<file path="src/sfc_pkg.sv">
// shared types, constants and the crc step for the stuffed response frame checker
// no dependencies
`default_nettype none

package sfc_pkg;

  // framing characters and expected header
  localparam logic [7:0]  StartChar     = 8'h2B;
  localparam logic [7:0]  EscapeChar    = 8'h2D;
  localparam logic [7:0]  CmdResponse   = 8'd5;
  localparam logic [7:0]  LenResponse   = 8'd8;
  localparam logic [31:0] BootSignature = 32'h50F7_05AB;

  // crc-16-ccitt
  localparam logic [15:0] CrcPoly = 16'h1021;
  localparam logic [15:0] CrcInit = 16'hFFFF;

  // frame layout: bytes 0..11, crc over 0..9
  localparam int unsigned FrameLen = 12;
  localparam int unsigned CrcLen   = 10;
  localparam int unsigned CntW     = 4;
  // bytes 2..11 kept in a shift line
  localparam int unsigned TailBytes = FrameLen - 2;

  // configuration register indexes
  typedef enum logic {
    REG_LISTENING   = 1'b0,
    REG_EXPECTED_ID = 1'b1
  } cfg_reg_e;

  // result codes
  typedef enum logic [1:0] {
    KIND_SIGNATURE = 2'd0,
    KIND_VALID     = 2'd1,
    KIND_MISMATCH  = 2'd2
  } result_kind_e;

  // event passed from front to back through the queue
  typedef struct packed {
    logic        is_frame;  // matched complete frame
    logic [15:0] crc;       // computed crc over bytes 0..9
    logic [31:0] value;     // bytes 6..9
    logic [15:0] want;      // bytes 10..11
    logic        seen;      // bootloader signature in raw stream
  } sfc_event_t;

  // one byte of crc, msb first, no final xor
  function automatic logic [15:0] crc_byte(input logic [15:0] crc_in, input logic [7:0] b);
    logic [15:0] c;
    c = crc_in;
    for (int k = 7; k >= 0; k--) begin
      if (c[15] ^ b[k]) begin
        c = {c[14:0], 1'b0} ^ CrcPoly;
      end else begin
        c = {c[14:0], 1'b0};
      end
    end
    return c;
  endfunction

endpackage

`default_nettype wire

</file>
<file path="src/sfc_front.sv">
// front part: unstuffs raw bytes, tracks the frame, runs the crc, holds config
// depends on sfc_pkg
`default_nettype none

module sfc_front (
  input  wire logic               clk_i,
  input  wire logic               rst_ni,
  input  wire logic               cfg_we_i,
  input  wire logic               cfg_idx_i,
  input  wire logic [31:0]        cfg_wdata_i,
  input  wire logic               byte_valid_i,
  input  wire logic [7:0]         byte_i,
  output logic                    push_o,
  output sfc_pkg::sfc_event_t     event_o
);
  import sfc_pkg::*;

  logic                     listening_q, listening_d;
  logic [31:0]              expected_id_q, expected_id_d;
  logic [7:0]               prev_q, prev_d;
  logic                     awaiting_q, awaiting_d;
  logic [CntW-1:0]          count_q, count_d;
  logic [31:0]              sig_q, sig_d;
  logic [15:0]              crc_q, crc_d;
  logic [8*TailBytes-1:0]   tail_q, tail_d;

  logic                     store;
  logic                     seen;
  logic                     is_plus, is_esc, prev_esc;
  logic [8*TailBytes-1:0]   full;
  logic                     frame_match;
  logic [15:0]              crc_base;

  assign is_plus  = (byte_i == StartChar);
  assign is_esc   = (byte_i == EscapeChar);
  assign prev_esc = (prev_q == EscapeChar);
  assign full     = {tail_q[8*TailBytes-9:0], byte_i};
  assign crc_base = (count_q == '0) ? CrcInit : crc_q;

  // per byte frame tracking
  always_comb begin
    listening_d   = listening_q;
    expected_id_d = expected_id_q;
    prev_d        = prev_q;
    awaiting_d    = awaiting_q;
    count_d       = count_q;
    sig_d         = sig_q;
    crc_d         = crc_q;
    tail_d        = tail_q;
    store         = 1'b0;
    seen          = 1'b0;
    frame_match   = 1'b0;

    if (byte_valid_i) begin
      sig_d  = {sig_q[23:0], byte_i};
      seen   = (sig_d == BootSignature);
      prev_d = byte_i;

      // unstuffing
      if (awaiting_q) begin
        if (is_plus && !prev_esc) begin
          awaiting_d = 1'b0;
        end
      end else if (is_plus) begin
        if (prev_esc) begin
          store = 1'b1;
        end else begin
          count_d = '0;
        end
      end else if (is_esc) begin
        store = prev_esc;
      end else begin
        store = 1'b1;
      end

      // store the byte, advance the crc over bytes 0..9
      if (store) begin
        count_d = count_q + 1'b1;
        tail_d  = full;
        if (count_q < CntW'(CrcLen)) begin
          crc_d = crc_byte(crc_base, byte_i);
        end
      end

      // header checks and frame completion
      if (store && count_q == CntW'(0) && byte_i != CmdResponse) begin
        awaiting_d = 1'b1;
        count_d    = '0;
      end else if (store && count_q == CntW'(1) && byte_i != LenResponse) begin
        awaiting_d = 1'b1;
        count_d    = '0;
      end else if (store && count_q == CntW'(FrameLen - 1)) begin
        if (listening_q && full[79:48] == expected_id_q) begin
          frame_match = 1'b1;
          listening_d = 1'b0;
        end
        awaiting_d = 1'b1;
        count_d    = '0;
      end
    end

    // configuration writes
    if (cfg_we_i) begin
      unique case (cfg_reg_e'(cfg_idx_i))
        REG_LISTENING:   listening_d   = cfg_wdata_i[0];
        REG_EXPECTED_ID: expected_id_d = cfg_wdata_i;
        default:         ;
      endcase
    end
  end

  // event to the queue
  assign push_o            = frame_match || seen;
  assign event_o.is_frame  = frame_match;
  assign event_o.crc       = crc_q;
  assign event_o.value     = full[47:16];
  assign event_o.want      = full[15:0];
  assign event_o.seen      = seen;

  // control state
  always_ff @(posedge clk_i or negedge rst_ni) begin
    if (!rst_ni) begin
      listening_q   <= 1'b0;
      expected_id_q <= '0;
      prev_q        <= '0;
      awaiting_q    <= 1'b1;
      count_q       <= '0;
      sig_q         <= '0;
    end else begin
      listening_q   <= listening_d;
      expected_id_q <= expected_id_d;
      prev_q        <= prev_d;
      awaiting_q    <= awaiting_d;
      count_q       <= count_d;
      sig_q         <= sig_d;
    end
  end

  // frame payload, always written before read
  always_ff @(posedge clk_i) begin
    crc_q  <= crc_d;
    tail_q <= tail_d;
  end

endmodule

`default_nettype wire

</file>
<file path="config.mk">
export PLATFORM = sky130hd
export DESIGN_NAME = sfc_front
export DESIGN_NICKNAME = d
export VERILOG_FILES = /design/src/sfc_pkg.sv /design/src/sfc_front.sv
export SDC_FILE = /design/constraint.sdc
export NUM_CORES = 1
export LEC_CHECK = 0
export BUFFER_PORTS_ARGS = -buffer_cell sky130_fd_sc_hd__buf_2
export CAP_MARGIN = 20
export CORE_ASPECT_RATIO = 1.2
export CORE_MARGIN = 5
export CORE_UTILIZATION = 35
export CTS_BUF_LIST = sky130_fd_sc_hd__clkbuf_8
export CTS_CLUSTER_DIAMETER = 80
export CTS_CLUSTER_SIZE = 12
export DETAILED_ROUTE_END_ITERATION = 8
export HOLD_SLACK_MARGIN = 0.05
export PLACE_DENSITY_LB_ADDON = 0.05
export RECOVER_POWER = 50
export REMOVE_ABC_BUFFERS = 1
export SLEW_MARGIN = 10
export SYNTH_ARGS = -nofsm -noshare
export SYNTH_HDL_FRONTEND = slang
export SYNTH_SLANG_ARGS = --single-unit
</file>
<file path="constraint.sdc">
create_clock -name clk_i -period 3.48 [get_ports clk_i]
set_input_delay 0.696 -clock clk_i [delete_from_list [all_inputs] [get_ports clk_i]]
set_output_delay 0.696 -clock clk_i [all_outputs]
set_load 0.005 [all_outputs]
</file>
-- After elaboration in Yosys (flattened, before gate mapping)
Cells that the tools add are included.
- register bits: 158
- input port bits: 45
- logic and storage cells: 113
- add/subtract/negate cells: 1
- $lt $le $gt $ge: 1
- equality and inequality tests: 11
- muxes and demuxes: 60
- bitwise operators: 16
- reduce and logical (&&, ||, !) cells: 15
- operator list (operator ; number):
    16-bit two-way mux ; 22
    13-bit two-way mux ; 8
    32-bit by 31-bit equality test with 1-bit output, second input constant ; 1
    32-bit equality test ; 1
    4-bit two-way mux ; 7
    8-bit by 6-bit equality test with 1-bit output, second input constant ; 3
    3-bit inverter ; 8
    1-bit two-way mux ; 23
    5-bit by 1-bit != test with 1-bit output, second input constant ; 2
    8-bit by 3-bit != test with 1-bit output, second input constant ; 1
    8-bit by 4-bit != test with 1-bit output, second input constant ; 1
    1-bit XOR ; 8
    1-bit logical AND ; 7
    5-bit nonzero test ; 1
    4-bit by 1-bit adder with 4-bit output, second input constant ; 1
    4-bit by 1-bit equality test with 1-bit output, second input constant ; 1
    4-bit equality test, second input constant ; 1
    4-bit zero test ; 1
    4-bit < comparator, second input constant ; 1
    2-bit AND reduction ; 2
    4-bit AND reduction ; 1
    3-bit AND reduction ; 1
    1-bit zero test ; 1
    1-bit logical OR ; 1

-- Longest topological paths before layout
Gate-level depths: netlist of the first run.
- word-level depth: 39
- gate-level depth with buffers: 8

-- Worst setup path before layout of the first run
Ideal clock, no wire load.
- kind: input to register
- start: in byte_i[6]
- end: reg tail_q[0], enable pin
- setup time: 0.576 ns
- arrival time: 2.731 ns
- slack: 0.172 ns
- cell stages on the path: 6
- buffers on the path: 1
- path through: buf_2 -> or4b_1 -> a41o_1 -> nor3_1 -> nand2b_1 -> inv_1
- word-level cells in the longest chain between the ends: 6
- elaborated cells on any way between the ends: 7
- those cells by class: eq/ne: 2; mux: 4; reduce/logical: 1
- ends and longest elaborated chain (item ; RTL line ; source):
    from (decl) ; sfc_front.sv:12 ; input wire logic [7:0] byte_i,
    8-bit by 6-bit equality test with 1-bit output ; sfc_front.sv:35 ; assign is_esc = (byte_i == EscapeChar);
    1-bit two-way mux ; sfc_front.sv:70 ; end else if (is_esc) begin
    1-bit two-way mux * ; sfc_front.sv:64 ; end else if (is_plus) begin
    1-bit two-way mux * ; sfc_front.sv:60 ; if (awaiting_q) begin
    1-bit two-way mux * ; sfc_front.sv:54 ; if (byte_valid_i) begin
    2-bit AND reduction (no source line) * ; n/a ;
    to (signal assigned) ; sfc_front.sv:142 ; tail_q <= tail_d;
    to (decl) ; sfc_front.sv:25 ; logic [8*TailBytes-1:0] tail_q, tail_d;
Every way passes the cells marked *; elsewhere a longest branch is shown, timed or not. The select of a mux whose other input is x is not followed.
A chain may end at the register's enable or synchronous reset.

-- Final worst setup path of the first run
- start: in byte_i[5]
- end: out push_o
- word-level cells in the longest chain between the ends: 11
- elaborated cells on any way between the ends: 20
- those cells by class: eq/ne: 5; mux: 9; reduce/logical: 6
- ends and longest elaborated chain (item ; RTL line ; source):
    8-bit by 6-bit equality test with 1-bit output ; sfc_front.sv:35 ;
    1-bit two-way mux ; sfc_front.sv:70 ;
    1-bit two-way mux ; sfc_front.sv:64 ;
    1-bit two-way mux ; sfc_front.sv:60 ;
    1-bit two-way mux ; sfc_front.sv:54 ;
    1-bit logical AND (on tied branches) ; sfc_front.sv:92, sfc_front.sv:89 ;
    1-bit two-way mux / 1-bit logical AND (equally long branches) ; sfc_front.sv:92, sfc_front.sv:89 ;
    1-bit two-way mux ; sfc_front.sv:89 ; end else if (store && count_q == CntW'(1) && byte_i != LenResponse) begin
    1-bit two-way mux ; sfc_front.sv:86 ; if (store && count_q == CntW'(0) && byte_i != CmdResponse) begin
    1-bit two-way mux ; sfc_front.sv:54 ;
    1-bit logical OR * ; sfc_front.sv:113 ; assign push_o = frame_match || seen;
    to (decl) ; sfc_front.sv:13 ; output logic push_o,
Marked as above.

==> results of run 1 <==
sequential cells by signal, summed over array words and instances, names as in the netlist:
| register | flops |
|---|---|
| awaiting_q | 1 |
| tail_q | 72 |
| crc_q | 16 |
| listening_q | 1 |
| prev_q | 7 |
| count_q | 4 |
| expected_id_q | 32 |
| sig_q | 17 |
per-stage QoR:
stage / hold WS [ps] / worst slack, ps / instance area [um2] / cells
CTS: 445.6 / 364.6 / 7268 / 746
global route: 439.5 / 154.9 / 7244 / 746
floorplan: 400.4 / 269.7 / 5996 / 371
global placement: 427.0 / 454.2 / 6893 / 714
detailed placement: 432.4 / 410.2 / 6893 / 714
finish: 446.6 / 276.6 / 7244 / 746
critical path, cell delays in order:
cell	delay, ps
sky130_fd_sc_hd__clkbuf_1	350
sky130_fd_sc_hd__or4b_1	510
sky130_fd_sc_hd__a41o_1	280
sky130_fd_sc_hd__o311a_1	330
sky130_fd_sc_hd__nand4_2	130
sky130_fd_sc_hd__o22ai_1	80
sky130_fd_sc_hd__buf_2	130
placed cells by master, fill, tap and decap left out, drive strengths merged, types with 4 or more instances in the layout:
cell	count
clkbuf	29
o21ai	5
buf	107
dfrtp	61
nor3	4
clkinv	7
nand2	12
edfxtp	88
nand4	8
nor4b	4
xor2	9
xnor2	54
clkinvlp	4
nand3	5
inv	12
nor2	23
mux2	55
cell usage after synthesis (2+ instances only):
cell type	n	share of area (%)
sky130_fd_sc_hd__edfxtp_1	88	41
sky130_fd_sc_hd__nor2_1	23	1.3
sky130_fd_sc_hd__nor3_1	4	0.31
sky130_fd_sc_hd__nand2_1	12	0.70
sky130_fd_sc_hd__mux2_2	55	9.6
sky130_fd_sc_hd__nand3_1	5	0.39
sky130_fd_sc_hd__nand2b_1	2	0.19
sky130_fd_sc_hd__buf_2	2	0.16
sky130_fd_sc_hd__buf_1	3	0.17
sky130_fd_sc_hd__xor2_1	9	1.2
sky130_fd_sc_hd__inv_1	10	0.58
sky130_fd_sc_hd__dfrtp_1	61	24
sky130_fd_sc_hd__o31ai_2	2	0.39
sky130_fd_sc_hd__nor4b_1	4	0.54
sky130_fd_sc_hd__nor2b_1	3	0.29
sky130_fd_sc_hd__ha_1	3	0.58
sky130_fd_sc_hd__buf_6	2	0.35
sky130_fd_sc_hd__clkbuf_1	4	0.23
sky130_fd_sc_hd__o21ai_0	4	0.31
sky130_fd_sc_hd__buf_4	50	5.8
sky130_fd_sc_hd__xnor2_1	53	7.2
sky130_fd_sc_hd__nor4_1	2	0.19
sky130_fd_sc_hd__nand4_1	7	0.68
metal layers:
layer	track usage (%)	wire, um	share of wire, %
met2	22.95	6938	51
met5	0	0	0
met1	16.02	5820	43
met4	4.116	143	1.1
met3	4.393	610	4.5
worst paths after layout:
kind	startpoint	endpoint	slack, ps	cells after the start
hold / removal	tail_q[16]$_DFFE_PP_	tail_q[24]$_DFFE_PP_	450	0
setup / recovery	byte_i[5]	push_o	280	7
min in group asynchronous	rst_ni	expected_id_q[27]$_DFFE_PN0P_	750	2
hold reg to reg	tail_q[16]$_DFFE_PP_	tail_q[24]$_DFFE_PP_	450	0
max in group asynchronous	rst_ni	prev_q[2]$_DFFE_PN0P_	1730	2
setup reg to reg	prev_q[1]$_DFFE_PN0P_	tail_q[68]$_DFFE_PP_	1070	6
final cells by class:
type,count,share of cell area (%)
sequential,150,57.91
tap,224,3.869
multi-input combinational,211,24.34
clock buffer,17,3.230
inverter,10,0.5354
clock inverter,15,1.952
timing repair buffer,119,8.169
kinds of logic (layout without fill, tap and decap cells):
logic type | after synthesis | in the layout | share of synthesized area (%)
AOI/OAI and AO/OA | 19 | 19 | 2.430
xor gates and xnor gates | 63 | 63 | 8.692
adders and majority gates | 3 | 3 | 0.5834
buffers and inverters | 72 | 161 | 7.408
DFF | 150 | 150 | 65.20
muxes | 55 | 55 | 9.625
and+or+nand+nor | 71 | 71 | 6.066
power by group:
part | leakage, nW | internal, mW | switching [mW]
combinational | 1.03 | 0.275 | 0.286
clock | 0.185 | 0.627 | 0.663
sequential | 1.53 | 2.12 | 0.124
==> out/qor.tcl, run 1 <==
set qor(run_status) {complete, but fails checks}
set qor(violations) {capacitance limit, slew limit}
set qor(multi_input_comb_area_um2) 1763
set qor(tightest_slew_ps) 1851
set qor(grt_use_total_pct) 13.34
set qor(relSlewSlack_pct) -23.38
set qor(nets) 557
set qor(number_of_enable_flip_flop_cells_after_synthesis) 88
set qor(hold_path.class) {reg -> reg}
set qor(clock_sinks) 150
set qor(worstSetupPathType) {in -> out}
set qor(vias) 3422
set qor(n_fill_cell) 1771
set qor(area.sequential_um2) 4195
set qor(holdBufCountCts) 0
set qor(netlist_instances) 433
set qor(synth-warning-count) 0
set qor(port-buffer-count) 111
set qor(fmax_mhz) 312.2
set qor(syn_avg_cell_area_um2) 14.86
set qor(initialDrtViolationCount) 225
set qor(worst_skew_pair.late_latency_ps) 440
set qor(fp.coreArea_um2) 18110
set qor(synth_ff_type) {sky130_fd_sc_hd__edfxtp_1}
set qor(fin_skew_ps) 14.20
set qor(length_of_the_first_detailed_routing_pass_in_iterations) 4
set qor(slew_violations) 96
set qor(first_pass_grt_wire_length_um) 21120
set qor(max_cap_viol_count) 2
set qor(final.period_utilization_pct) 92.05
set qor(number_of_cts_inserted_buffers) 17
set qor(worstPathRequired_ps) 2780
set qor(grt_start_max_net_pins) 63
set qor(clock_tree_root) {sky130_fd_sc_hd__clkbuf_8}
set qor(ctsResizeCount) 0
set qor(netlist_area_um2) 6435
set qor(drive_above_1_share_pct) 38.70
set qor(die_h_um) 158.5
set qor(finalWeightedCongestion) 0.7771
set qor(vdd.ir_drop.worst_mv) 0.2615
set qor(tritoncts) {done}
set qor(seq_area_frac_synth_pct) 65.20
set qor(cp-start-kind) {input port}
set qor(antenna_cells_inserted) 0
set qor(cts.path.max_buffers) 2
set qor(final_util_pct) 40.01
set qor(post_cts.repair.setup_buffers) 0
set qor(floorplan.die.width_um) 133.8
set qor(drt_wl_total_um) 13510
set qor(synth-seq-cells) 150
set qor(count_of_distinct_cell_types_in_the_synthesized_netlist) 48
set qor(end_kind) {primary output}
set qor(mean_routed_wirelength_per_cell_um) 18.11
set qor(max_fo_critical_path) 9
set qor(finalSetupTns_ps) 0
set qor(area_growth_from_synthesis_to_layout_pct) 12.58
set qor(grt_setup_unrepaired) {false}
set qor(global_route.overflow_total) 0
set qor(clkSlewWorstSetupHoldPaths_ps) 70
set qor(drtAntennaViolNets) 0
set qor(power-per-cell-area_nw_per_um2) 565.4
set qor(floorplan.io_pins) 112
set qor(drc_errors) 0
set qor(critPathArrivalTime_ps) 2510
set qor(async_flop_share_pct) 41.33
set qor(core.rowCount) 54
set qor(min_period_ps) 3203
set qor(drt-vias-per-instance) 4.587
set qor(dp_hpwl_um) 9693
set qor(power.total_mw) 4.096
set qor(initial_utilization_pct) 35.54
set qor(leakage_nw) 2.747
set qor(fp.dieArea_um2) 21210
set qor(grt_antenna_before_repair) 0
set qor(timing.final.hold_violations) 0
set qor(finalSetupViolations) 0
set qor(via_count_of_the_first_global_routing_pass) 3659
set qor(clock_tree.htree_level_count) 4
Note: power is estimated with default switching activity, not from simulation.
==> run 2: changes to the inputs <==
Clock period 3.48 ns to 2.7 ns, I/O delays scaled along.
==> out/qor.tcl, run 2 (synthesized netlist as in run 1, its figures left out) <==
set qor(run_status) {complete, but fails checks}
set qor(violations) {capacitance limit, slew limit, setup timing}
set qor(nets) 573 ;# +2.9%
set qor(vdd.ir_drop.worst_mv) 0.3224 ;# +23%
set qor(finished_layout_cells) 762 ;# +2.1%
set qor(clock_tree.htree_level_count) 4 ;# unchanged
set qor(relSlewSlack_pct) -25.91 ;# -2.5 points
set qor(tightest_slew_ps) 1889 ;# +37.97 ps
set qor(worstSetupPathType) {reg -> out}
set qor(final.period_utilization_pct) 100.7
set qor(length_of_the_first_detailed_routing_pass_in_iterations) 4 ;# unchanged
set qor(drtAntennaViolNets) 0 ;# unchanged
set qor(cell_count_of_the_worst_hold_path) 2 ;# +2
set qor(worstReg2RegStart) {sig_q[7]$_DFFE_PN0P_}
set qor(critPathArrivalTime_ps) 2180 ;# -330 ps
set qor(cp-start-kind) {flop}
set qor(vias) 3533 ;# +3.2%
set qor(clkSlewWorstSetupHoldPaths_ps) 90 ;# +20 ps
set qor(floorplan.die.width_um) 133.8 ;# unchanged
set qor(port-buffer-count) 111 ;# unchanged
set qor(clock_sinks) 150 ;# unchanged
set qor(area_growth_from_synthesis_to_layout_pct) 15.83
set qor(flip_flop_count_of_the_largest_register_after_layout) 72 ;# unchanged
set qor(fp.dieArea_um2) 21210 ;# unchanged
set qor(initial_utilization_pct) 35.54 ;# unchanged
set qor(worst_skew_pair.late_latency_ps) 450 ;# about the same
set qor(global_route.overflow_total) 0 ;# unchanged
set qor(power-per-cell-area_nw_per_um2) 725.0 ;# +28%
set qor(hp-start) {cfg_wdata_i[1]}
set qor(max_cap_viol_count) 1 ;# -1
set qor(drc_errors) 0 ;# unchanged
set qor(end_kind) {primary output}
set qor(hold_path.class) {in -> reg}
set qor(initialDrtViolationCount) 146 ;# -35%
set qor(finalSetupViolations) 1 ;# +1
set qor(fmax_mhz) 367.8
set qor(leakage_nw) 2.848 ;# +3.7%
set qor(biggestRegsByFlops) {tail_q: 72 flops, expected_id_q: 32 flops, sig_q: 17 flops}
set qor(worst-r2r-setup-slack_ps) 570 ;# -500 ps
set qor(timing.final.hold_violations) 0 ;# unchanged
set qor(drt-vias-per-instance) 4.636 ;# +1.1%
set qor(mean_routed_wirelength_per_cell_um) 17.94 ;# -0.98%
set qor(registers.top_by_ff_count) {tail_q}
set qor(reg2reg_depth) 7 ;# +1
set qor(core.rowCount) 54 ;# unchanged
set qor(drt_wl_total_um) 13670 ;# +1.1%
set qor(tritoncts) {done}
set qor(worstPathRequired_ps) 2160 ;# -620 ps
set qor(global_route.usage.met2_pct) 23.16 ;# +0.22 points
set qor(grt_use_total_pct) 13.47 ;# +0.12 points
set qor(grt_antenna_before_repair) 0 ;# unchanged
set qor(setup_ws_ps) -18.51 ;# -295.1 ps
set qor(floorplan.io_pins) 112 ;# unchanged
set qor(die_h_um) 158.5 ;# unchanged
set qor(min_period_ps) 2719
set qor(clock_tree_root) {sky130_fd_sc_hd__clkbuf_8}
set qor(finalWeightedCongestion) 0.7787 ;# +0.21%
set qor(cts.path.max_buffers) 2 ;# unchanged
set qor(grt_use_met1_pct) 15.89 ;# -0.13 points
set qor(gr-max-usage-layer) {met2}
set qor(number_of_cts_inserted_buffers) 17 ;# unchanged
set qor(layout_common_cells) {sky130_fd_sc_hd__buf_2 (105), sky130_fd_sc_hd__edfxtp_1 (88), sky130_fd_sc_hd__dfrtp_1 (61)}
set qor(grt_setup_unrepaired) {true}
set qor(first_pass_grt_wire_length_um) 21430 ;# +1.5%
set qor(via_count_of_the_first_global_routing_pass) 3800 ;# +3.9%
set qor(max_fo_critical_path) 3 ;# -6
set qor(placedCellCount) 728 ;# +2.0%
set qor(drive_above_1_share_pct) 40.52 ;# +1.8 points
set qor(capture_point_of_the_worst_reg_to_reg_path) {tail_q[16]$_DFFE_PP_}
set qor(slew_violations) 33 ;# -66%
set qor(fp.coreArea_um2) 18110 ;# unchanged
set qor(whs_endpoint) {expected_id_q[1]$_DFFE_PN0P_}
set qor(most_common_cell_after_layout_fill_and_taps_aside) {sky130_fd_sc_hd__buf_2}
set qor(final_util_pct) 41.16 ;# +1.2 points
set qor(fin_skew_ps) 14.20 ;# -0.002800 ps
set qor(grt_start_max_net_pins) 73 ;# +16%
set qor(groute.layer.met3.usage_pct) 4.583 ;# +0.19 points
set qor(antenna_cells_inserted) 0 ;# unchanged
set qor(dp_hpwl_um) 9758 ;# +0.68%
## run 2: area by class of cell
cell class / instances / area (um2)
fillers: 1725 / 10650
flip-flops and latches: 150 / 4195
multi-input cells: 211 / 1828
repair buffers: 135 / 713.2
well taps: 224 / 280.3
clock buffers: 17 / 234.0
clock inverters: 15 / 163.9
inverters: 10 / 38.79
## run 2: through the flow
stage	total power, mW	setup slack, ps	cell area [um2]	setup TNS, ps	hold slack, ps
floorplan	3.374	-398.4	5996	-28690	244.4
global placement	3.706	56.48	7023	0	428.6
detailed placement	3.718	31.90	7023	0	429.4
CTS	5.502	-110.7	7488	-130.0	285.5
global route	5.676	-173.3	7453	-389.6	282.0
finish	5.403	-18.51	7453	-18.51	321.8
## run 2: worst max path at each step
stage / start / to / slack (ps) / cells after the start
6_report: tail_q[42]$_DFFE_PP_ / push_o / -20 / 7
5_1_grt: tail_q[42]$_DFFE_PP_ / push_o / -170 / 7
4_1_cts: tail_q[42]$_DFFE_PP_ / push_o / -110 / 7
3_5_place_dp: byte_i[4] / push_o / 30 / 7
3_3_place_gp: byte_i[4] / push_o / 60 / 7
2_1_floorplan: prev_q[1]$_DFFE_PN0P_ / tail_q[0]$_DFFE_PP_ / -400 / 5
## run 2: report_power, final
part	total, mW	switching, mW	internal [mW]
sequential	2.89	0.160	2.73
clock	1.75	0.849	0.900
combinational	0.761	0.384	0.377
## run 2: timing repair
action / CTS / global route
setup buffers: 1 / 0
pin swaps: 4 / 4
gates resized for setup: 8 / 2
setup endpoints to repair: 3 / 3
hold buffers: 1 / 0
hold endpoints to repair: 14 / 0
## run 2: worst max-delay path: stages, from the launching register on
cell                       delay, ps
sky130_fd_sc_hd__edfxtp_1        450
sky130_fd_sc_hd__xnor2_1         170
sky130_fd_sc_hd__nand4_1         180
sky130_fd_sc_hd__nor4_4          360
sky130_fd_sc_hd__buf_4           170
sky130_fd_sc_hd__nand4_4         110
sky130_fd_sc_hd__o22ai_2         170
sky130_fd_sc_hd__buf_2           130
## run 2: metal layers
layer / vias to the layer above / routed length (um)
met4: 0 / 213
met5: - / 0
li1: 1664 / -
met1: 1762 / 5832
met3: 17 / 731
met2: 90 / 6891
